**config.mk**
```make
export PLATFORM = sky130hd
export DESIGN_NAME = shared_page_refcount_table
export DESIGN_NICKNAME = d
export VERILOG_FILES = /design/src/rtl/sprt_pkg.sv /design/src/rtl/shared_page_refcount_table.sv /design/src/rtl/sprt_slot_store.sv /design/src/rtl/sprt_ctrl.sv
export SDC_FILE = /design/constraint.sdc
export NUM_CORES = 1
export LEC_CHECK = 0
export CAP_MARGIN = 10
export CORE_AREA = 2 2 255 257
export CTS_CLUSTER_SIZE = 30
export DETAILED_ROUTE_END_ITERATION = 6
export DIE_AREA = 0 0 257 259
export DONT_BUFFER_PORTS = 1
export PLACE_DENSITY = 0.76
export SYNTH_ARGS = -nofsm -noshare
export SYNTH_HDL_FRONTEND = slang
export SYNTH_SLANG_ARGS = --single-unit
```
**constraint.sdc**
```tcl
create_clock -name clk -period 6.58 [get_ports clk]
set_input_delay 1.316 -clock clk [delete_from_list [all_inputs] [get_ports clk]]
set_output_delay 1.316 -clock clk [all_outputs]
set_load 0.01 [all_outputs]
```
**src/rtl/sprt_pkg.sv**
```systemverilog
// ----------------------------------------------------------------------------
// Shared page reference count table package
// Sizes, status codes, state type and the structs that pass between the
// sequencer, the slot store and the top level.
// ----------------------------------------------------------------------------
`default_nettype none

package sprt_pkg;

	// Table geometry.
	localparam int SLOT_COUNT = 16;
	localparam int COUNT_BITS = 16;
	localparam int IDX_BITS   = (SLOT_COUNT > 1) ? $clog2(SLOT_COUNT) : 1;
	localparam int ID_BITS    = 31;

	// Widths of the result fields on the ports.
	localparam int SLOT_OUT_BITS  = 4;
	localparam int COUNT_OUT_BITS = 16;

	// Result status codes.
	typedef enum logic [2:0] {
		STAT_OK        = 3'd0,
		STAT_BAD_ID    = 3'd1,
		STAT_FULL      = 3'd2,
		STAT_NOT_FOUND = 3'd3,
		STAT_AT_MAX    = 3'd4
	} status_t;

	// Requested operation.
	typedef enum logic {
		ACT_OPEN  = 1'b0,
		ACT_CLOSE = 1'b1
	} action_t;

	// Sequencer states.
	typedef enum logic [1:0] {
		ST_IDLE,
		ST_SCAN,
		ST_UPDATE
	} state_t;

	// Write request into the slot store.
	typedef struct packed {
		logic                  en;
		logic [IDX_BITS-1:0]   idx;
		logic [ID_BITS-1:0]    id;
		logic [COUNT_BITS-1:0] count;
	} wr_req_t;

	// Read data from the slot store.
	typedef struct packed {
		logic [ID_BITS-1:0]    id;
		logic [COUNT_BITS-1:0] count;
	} slot_rd_t;

	// Result of one transaction as produced by the sequencer.
	typedef struct packed {
		logic                  valid;
		status_t               status;
		logic [IDX_BITS-1:0]   idx;
		logic                  claimed;
		logic                  freed;
		logic [COUNT_BITS-1:0] count;
	} result_t;

	// Fit a slot index to the result port width.
	function automatic logic [SLOT_OUT_BITS-1:0] fit_slot(input logic [IDX_BITS-1:0] v);
		logic [31:0] w;
		w = 32'(v);
		return w[SLOT_OUT_BITS-1:0];
	endfunction

	// Fit a reference count to the result port width.
	function automatic logic [COUNT_OUT_BITS-1:0] fit_count(input logic [COUNT_BITS-1:0] v);
		logic [31:0] w;
		w = 32'(v);
		return w[COUNT_OUT_BITS-1:0];
	endfunction

endpackage

`default_nettype wire

```
**src/rtl/shared_page_refcount_table.sv**
```systemverilog
// ----------------------------------------------------------------------------
// Shared page reference count table
// Open and close requests on a table of shared segment slots, one result
// per request.
// ----------------------------------------------------------------------------
// A request is taken when start is high and busy is low. The slots are
// walked one per cycle through a single id comparator, stopping at the first
// slot that holds the id or after the last slot, followed by the update
// state; the result is shown on the cycle after that, marked by done, for
// exactly one cycle and cannot be held off. The block stays busy through the
// scan and the update, and the next request can be taken in the cycle the
// result is shown; a request with a non-positive id skips the scan.
// Reset frees every slot at once, with no clearing pass.
`default_nettype none

module shared_page_refcount_table
	import sprt_pkg::*;
(
	input  wire logic                      clk,
	input  wire logic                      arst_n,
	input  wire logic                      start,
	output logic                           busy,
	input  wire logic                      action,
	input  wire logic signed [31:0]        segment_id,
	output logic                           done,
	output logic [2:0]                     status,
	output logic [SLOT_OUT_BITS-1:0]       slot_index,
	output logic                           newly_claimed,
	output logic                           slot_freed,
	output logic [COUNT_OUT_BITS-1:0]      ref_count
);

	logic [IDX_BITS-1:0] rd_idx;
	slot_rd_t            rd;
	wr_req_t             wr;
	result_t             res;

	sprt_ctrl u_ctrl (
		.clk        (clk),
		.arst_n     (arst_n),
		.start      (start),
		.action     (action),
		.segment_id (segment_id),
		.busy       (busy),
		.rd_idx     (rd_idx),
		.rd         (rd),
		.wr         (wr),
		.res        (res)
	);

	sprt_slot_store u_store (
		.clk    (clk),
		.arst_n (arst_n),
		.rd_idx (rd_idx),
		.rd     (rd),
		.wr     (wr)
	);

	// Result strobe.
	always_ff @(posedge clk or negedge arst_n) begin
		if (!arst_n) begin
			done <= 1'b0;
		end else begin
			done <= res.valid;
		end
	end

	// Result registers, fitted to the port widths.
	always_ff @(posedge clk) begin
		if (res.valid) begin
			status        <= res.status;
			slot_index    <= fit_slot(res.idx);
			newly_claimed <= res.claimed;
			slot_freed    <= res.freed;
			ref_count     <= fit_count(res.count);
		end
	end

endmodule

`default_nettype wire

```
**src/rtl/sprt_slot_store.sv**
```systemverilog
// ----------------------------------------------------------------------------
// Slot store
// Holds the id and reference count of every slot. One read port at the scan
// index and one write port for the update. Reset frees every slot.
// ----------------------------------------------------------------------------
`default_nettype none

module sprt_slot_store
	import sprt_pkg::*;
(
	input  wire logic                clk,
	input  wire logic                arst_n,
	input  wire logic [IDX_BITS-1:0] rd_idx,
	output slot_rd_t                 rd,
	input  wire wr_req_t             wr
);

	logic [ID_BITS-1:0]    ids_q    [SLOT_COUNT];
	logic [COUNT_BITS-1:0] counts_q [SLOT_COUNT];

	// Slot registers, cleared to the free state at reset.
	always_ff @(posedge clk or negedge arst_n) begin
		if (!arst_n) begin
			for (int i = 0; i < SLOT_COUNT; i++) begin
				ids_q[i]    <= '0;
				counts_q[i] <= '0;
			end
		end else if (wr.en) begin
			ids_q[wr.idx]    <= wr.id;
			counts_q[wr.idx] <= wr.count;
		end
	end

	// Read port for the scan.
	assign rd.id    = ids_q[rd_idx];
	assign rd.count = counts_q[rd_idx];

endmodule

`default_nettype wire

```
**src/rtl/sprt_ctrl.sv**
```systemverilog
// ----------------------------------------------------------------------------
// Request sequencer
// Takes a request, walks the slots one per cycle through a single id
// comparator for a valid id, then decides the outcome and writes the slot back.
// ----------------------------------------------------------------------------
`default_nettype none

module sprt_ctrl
	import sprt_pkg::*;
(
	input  wire logic                clk,
	input  wire logic                arst_n,
	input  wire logic                start,
	input  wire logic                action,
	input  wire logic signed [31:0]  segment_id,
	output logic                     busy,
	output logic [IDX_BITS-1:0]      rd_idx,
	input  wire slot_rd_t            rd,
	output wr_req_t                  wr,
	output result_t                  res
);

	localparam logic [IDX_BITS-1:0]   LAST_IDX  = IDX_BITS'(SLOT_COUNT - 1);
	localparam logic [COUNT_BITS-1:0] COUNT_MAX = '1;

	state_t                state_q, state_d;
	logic [IDX_BITS-1:0]   idx_q;
	action_t               action_q;
	logic [ID_BITS-1:0]    id_q;
	logic                  bad_q;
	logic                  hit_q;
	logic [IDX_BITS-1:0]   hit_idx_q;
	logic [COUNT_BITS-1:0] hit_cnt_q;
	logic                  free_q;
	logic [IDX_BITS-1:0]   free_idx_q;

	logic                  accept;
	logic                  id_bad;
	logic                  match;
	logic                  slot_free;
	logic                  last;
	logic [COUNT_BITS-1:0] dec_cnt;

	assign accept    = start && (state_q == ST_IDLE);
	assign id_bad    = segment_id[31] || (segment_id == 32'sd0);
	assign match     = (rd.id == id_q);
	assign slot_free = (rd.id == '0);
	assign last      = (idx_q == LAST_IDX);
	assign busy      = (state_q != ST_IDLE);
	assign rd_idx    = idx_q;
	assign dec_cnt   = (hit_cnt_q != '0) ? hit_cnt_q - 1'b1 : '0;

	// Next state.
	always_comb begin
		state_d = state_q;
		unique case (state_q)
			ST_IDLE: begin
				if (accept) state_d = id_bad ? ST_UPDATE : ST_SCAN;
			end
			ST_SCAN: begin
				if (match || last) state_d = ST_UPDATE;
			end
			ST_UPDATE: state_d = ST_IDLE;
			default:   state_d = ST_IDLE;
		endcase
	end

	always_ff @(posedge clk or negedge arst_n) begin
		if (!arst_n) begin
			state_q <= ST_IDLE;
		end else begin
			state_q <= state_d;
		end
	end

	// Request capture and scan bookkeeping.
	always_ff @(posedge clk or negedge arst_n) begin
		if (!arst_n) begin
			idx_q  <= '0;
			bad_q  <= 1'b0;
			hit_q  <= 1'b0;
			free_q <= 1'b0;
		end else if (accept) begin
			idx_q  <= '0;
			bad_q  <= id_bad;
			hit_q  <= 1'b0;
			free_q <= 1'b0;
		end else if (state_q == ST_SCAN) begin
			if (match) begin
				hit_q <= 1'b1;
			end else if (slot_free && !free_q) begin
				free_q <= 1'b1;
			end
			if (!last) idx_q <= idx_q + 1'b1;
		end
	end

	// Payload registers of the request and of the scan.
	always_ff @(posedge clk) begin
		if (accept) begin
			action_q <= action_t'(action);
			id_q     <= segment_id[ID_BITS-1:0];
		end
		if (state_q == ST_SCAN) begin
			if (match) begin
				hit_idx_q <= idx_q;
				hit_cnt_q <= rd.count;
			end else if (slot_free && !free_q) begin
				free_idx_q <= idx_q;
			end
		end
	end

	// Outcome and slot write-back in the update cycle.
	always_comb begin
		res        = '0;
		res.status = STAT_OK;
		wr         = '0;
		if (state_q == ST_UPDATE) begin
			res.valid = 1'b1;
			if (bad_q) begin
				res.status = STAT_BAD_ID;
			end else if (action_q == ACT_OPEN) begin
				if (hit_q) begin
					if (hit_cnt_q == COUNT_MAX) begin
						res.status = STAT_AT_MAX;
						res.count  = hit_cnt_q;
					end else begin
						res.idx   = hit_idx_q;
						res.count = hit_cnt_q + 1'b1;
						wr.en     = 1'b1;
						wr.idx    = hit_idx_q;
						wr.id     = id_q;
						wr.count  = hit_cnt_q + 1'b1;
					end
				end else if (free_q) begin
					res.idx     = free_idx_q;
					res.claimed = 1'b1;
					res.count   = COUNT_BITS'(1);
					wr.en       = 1'b1;
					wr.idx      = free_idx_q;
					wr.id       = id_q;
					wr.count    = COUNT_BITS'(1);
				end else begin
					res.status = STAT_FULL;
				end
			end else begin
				if (!hit_q) begin
					res.status = STAT_NOT_FOUND;
				end else begin
					res.idx  = hit_idx_q;
					wr.en    = 1'b1;
					wr.idx   = hit_idx_q;
					wr.count = dec_cnt;
					if (dec_cnt == '0) begin
						res.freed = 1'b1;
						wr.id     = '0;
					end else begin
						res.count = dec_cnt;
						wr.id     = id_q;
					end
				end
			end
		end
	end

endmodule

`default_nettype wire

```
==> run_results.csv <==
group,metric,value,unit
clock_network,ctsResizeCount,0,
layout,final_cell_area,41500,um2
synth,synth_top_area_frac,0.493,
worst_setup_path,critPathMaxStageDelay,1.00,ns
worst_setup_path,cp_max_fo,60,
synth,synth_edf_count,81,
worst_hold_path,min_path_type,"in -> async",
clock_network,root_buffer,"clkbuf_16",
layout,fill_cells,4540,
synth,synth_area_leaders,"dfrtp_1 49%, mux4_2 10%, nand2_1 7.9%",
floorplan,rows,93,
synth,yosys.cell_types.count,94,
worst_setup_path,cp.arrival,5.30,ns
synth,yosysTopAreaCell,"dfrtp_1",
clock_network,ctsHoldBuffers,0,
clock_network,cts_tree,"done",
layout,area_growth,7.27,%
outcome,violations,"max-slew violations",
clock_network,clk_path_buf_depth,3,
power,combPwrFrac,0.122,
power,power_leakage,17.0,nW
power,p_seq_frac,0.466,
detailed_routing,first_pass_iters,6,
global_route,grt.total_usage,0.322,
timing,max_freq,198,MHz
global_route,grt_pass1_vias,27700,
worst_setup_path,cp-end-kind,"flip-flop",
clock_network,htree_levels,3,
job,drv_cap,0,
power,internal_power,0.00907,W
placed_design,gp_congestion,0.954,
detailed_routing,vias,27500,
layout,register_area,21500,um2
floorplan,start_util,0.606,
global_route,antenna_found_initial,2,
synth,synth_warnings,0,
layout,drive_gt1_frac,0.132,
worst_setup_path,cp_top_family,"simple AND/OR/NAND/NOR gates",
placed_design,port_buffers,0,
detailed_routing,vias_per_cell,6.49,
synth,synthesis.nets,3515,
clock_network,clock_latency,0.65,ns
global_route,overflow,0,
floorplan,dieArea,66600,um2
floorplan,fp.dieH,259,um
timing,setup_violations,0,
floorplan,core,63900,um2
synth,syn_area,38700,um2
timing,fin_crit_sh,0.768,
timing,setup_tns,0,ns
timing,maxSlewHeadroom,-2.09,
detailed_routing,wl,104,mm
clock_network,path_clk_slew,0.06,ns
global_route,grt_max_degree,763,
power,peakVddDrop,0.179,mV
placed_design,placed_cell_area,38600,um2
outcome,outcome,"finished, violations left",
power,p_sw_frac,0.261,
synth,synth.avg_cell_area,11.1,um2
worst_setup_path,start_kind,"flip-flop",
clock_network,cts.sinks,843,
power,switchingPower,0.00320,W
clock_network,cts_setup_buffers,0,
timing,hold_viol,0,
synth,yosysSeqAreaShare,0.555,
timing,rsz0062_at_grt,"false",
synth,synth_flop_cell,"dfrtp_1",
layout,multi_input_area,15500,um2
floorplan,dieWidth,257,um
synth,synth_seq_cells,843,
synth,synthArstFlopShare,0.904,
floorplan,ios,63,
timing,max_slew.worst_pin.slew,4.63,ns
worst_setup_path,cp.required,6.82,ns
detailed_routing,drc,0,
layout,final_core_util,0.650,
layout,layout_commonest_cell,"nand2_1",
timing,fin_skew,0.0259,ns
clock_network,cts_buffers,86,
power,p_clk_frac,0.412,
detailed_routing,detail_route.iter0.violations,3303,
detailed_routing,wire_per_inst,24.6,um
worst_setup_path,path_class,"reg -> reg",
worst_setup_path,path_cells,"buf_4 > mux4_2 > mux2i_1 > xor2_1 > o2111ai_1 > a221oi_1 > nand4_2 > nor2_2",
timing,slew_viol_final,630,
detailed_routing,ant_nets,0,
timing,period_minus_slack,5.05,ns
worst_setup_path,cp_slowest_cell,"dfrtp_4",
layout,final_nets,3350,
global_route,grt_first_pass_wirelength,164,mm
worst_setup_path,path_buf_inv,1,
layout,final_cell_mix,"810 x nand2_1, 758 x dfrtp_1, 399 x o21ai_1",
placed_design,dp_hpwl,62.6,mm
power,p_per_area,295,nW/um2
synth,synthCells,3474,
-- per-layer routing --
metal  global-route usage  vias up  wire length [um]
met5                    0        -                17
met4                0.136        2              4020
met3               0.0501      260              9430
met2                0.502     1403             48800
met1                0.458    13900             42100
li1                     -    12000                 -
-- cells in the mapped netlist (31+ instances only) --
master / count
mux4_2: 177
buf_4: 32
buf_2: 123
buf_6: 34
edfxtp_1: 81
nand3_4: 31
o21ai_0: 377
nand2_1: 818
nor2_1: 69
clkbuf_1: 96
o21ai_1: 399
mux2i_1: 83
dfrtp_1: 762
-- final timing paths --
| path | slack [ns] | start | endpoint | depth (start not counted) |
|---|---|---|---|---|
| max in group asynchronous | 2.16 | arst_n | u_ctrl.rd_idx[2] | 0 |
| worst min-delay path | 0.45 | arst_n | u_store.ids_q[332] | 0 |
| worst max register to register | 1.53 | u_ctrl.rd_idx[2] | u_ctrl.hit_cnt_q[7] | 8 |
| min in group clk | 0.47 | u_store.counts_q[90] | u_store.counts_q[90] | 2 |
| worst max-delay path | 1.53 | u_ctrl.rd_idx[2] | u_ctrl.hit_cnt_q[7] | 8 |
| worst min register to register | 0.47 | u_store.counts_q[90] | u_store.counts_q[90] | 2 |
-- power by group through the flow --
stage	Combinational (W)	Sequential [W]	Clock [W]
floorplan	0.00125	0.00561	0
global placement	0.00146	0.00580	0
detailed placement	0.00148	0.00581	0
CTS	0.00148	0.00571	0.00510
global route	0.00159	0.00573	0.00533
finish	0.00149	0.00572	0.00505
-- state kept, by name (all words and copies together) (netlist names), 2 cells and up --
register / cells
u_ctrl.hit_idx_q: 4
ref_count: 16
u_ctrl.hit_cnt_q: 16
u_ctrl.state_q: 2
u_ctrl.free_idx_q: 4
status: 3
u_store.counts_q: 256
u_ctrl.rd_idx: 4
u_ctrl.id_q: 31
slot_index: 4
u_store.ids_q: 496
-- kinds of logic (layout without fill, tap and decap cells) --
kind of cell | Yosys count | after routing | share of synthesized area
other | 0 | 3 | 0
AOI/OAI and AO/OA | 912 | 912 | 0.128
DFF | 843 | 843 | 0.555
adders and majority gates | 5 | 5 | 0.00162
muxes | 278 | 278 | 0.133
and+or+nand+nor | 1072 | 1072 | 0.126
xor gates and xnor gates | 45 | 45 | 0.0102
buffers and inverters | 319 | 227 | 0.0461
-- cell type report --
class | count | share of cell area
well taps | 855 | 0.0258
repair buffers | 45 | 0.00874
diodes | 3 | 0.000181
clock buffers | 127 | 0.0617
clock inverters | 34 | 0.00943
multi-input cells | 2312 | 0.374
flip-flops and latches | 843 | 0.518
inverters | 21 | 0.00190
-- per-stage QoR --
stage	setup slack [ns]	std cells	hold slack, ns	power, W
2_1_floorplan	2.81	3474	0.441	0.00687
3_3_place_gp	1.79	4074	0.456	0.00727
3_5_place_dp	1.68	4074	0.464	0.00728
4_1_cts	1.65	4235	0.392	0.0123
5_1_grt	1.34	4237	0.408	0.0127
6_report	1.53	4240	0.449	0.0123
Power figures use the tool's default switching activity.
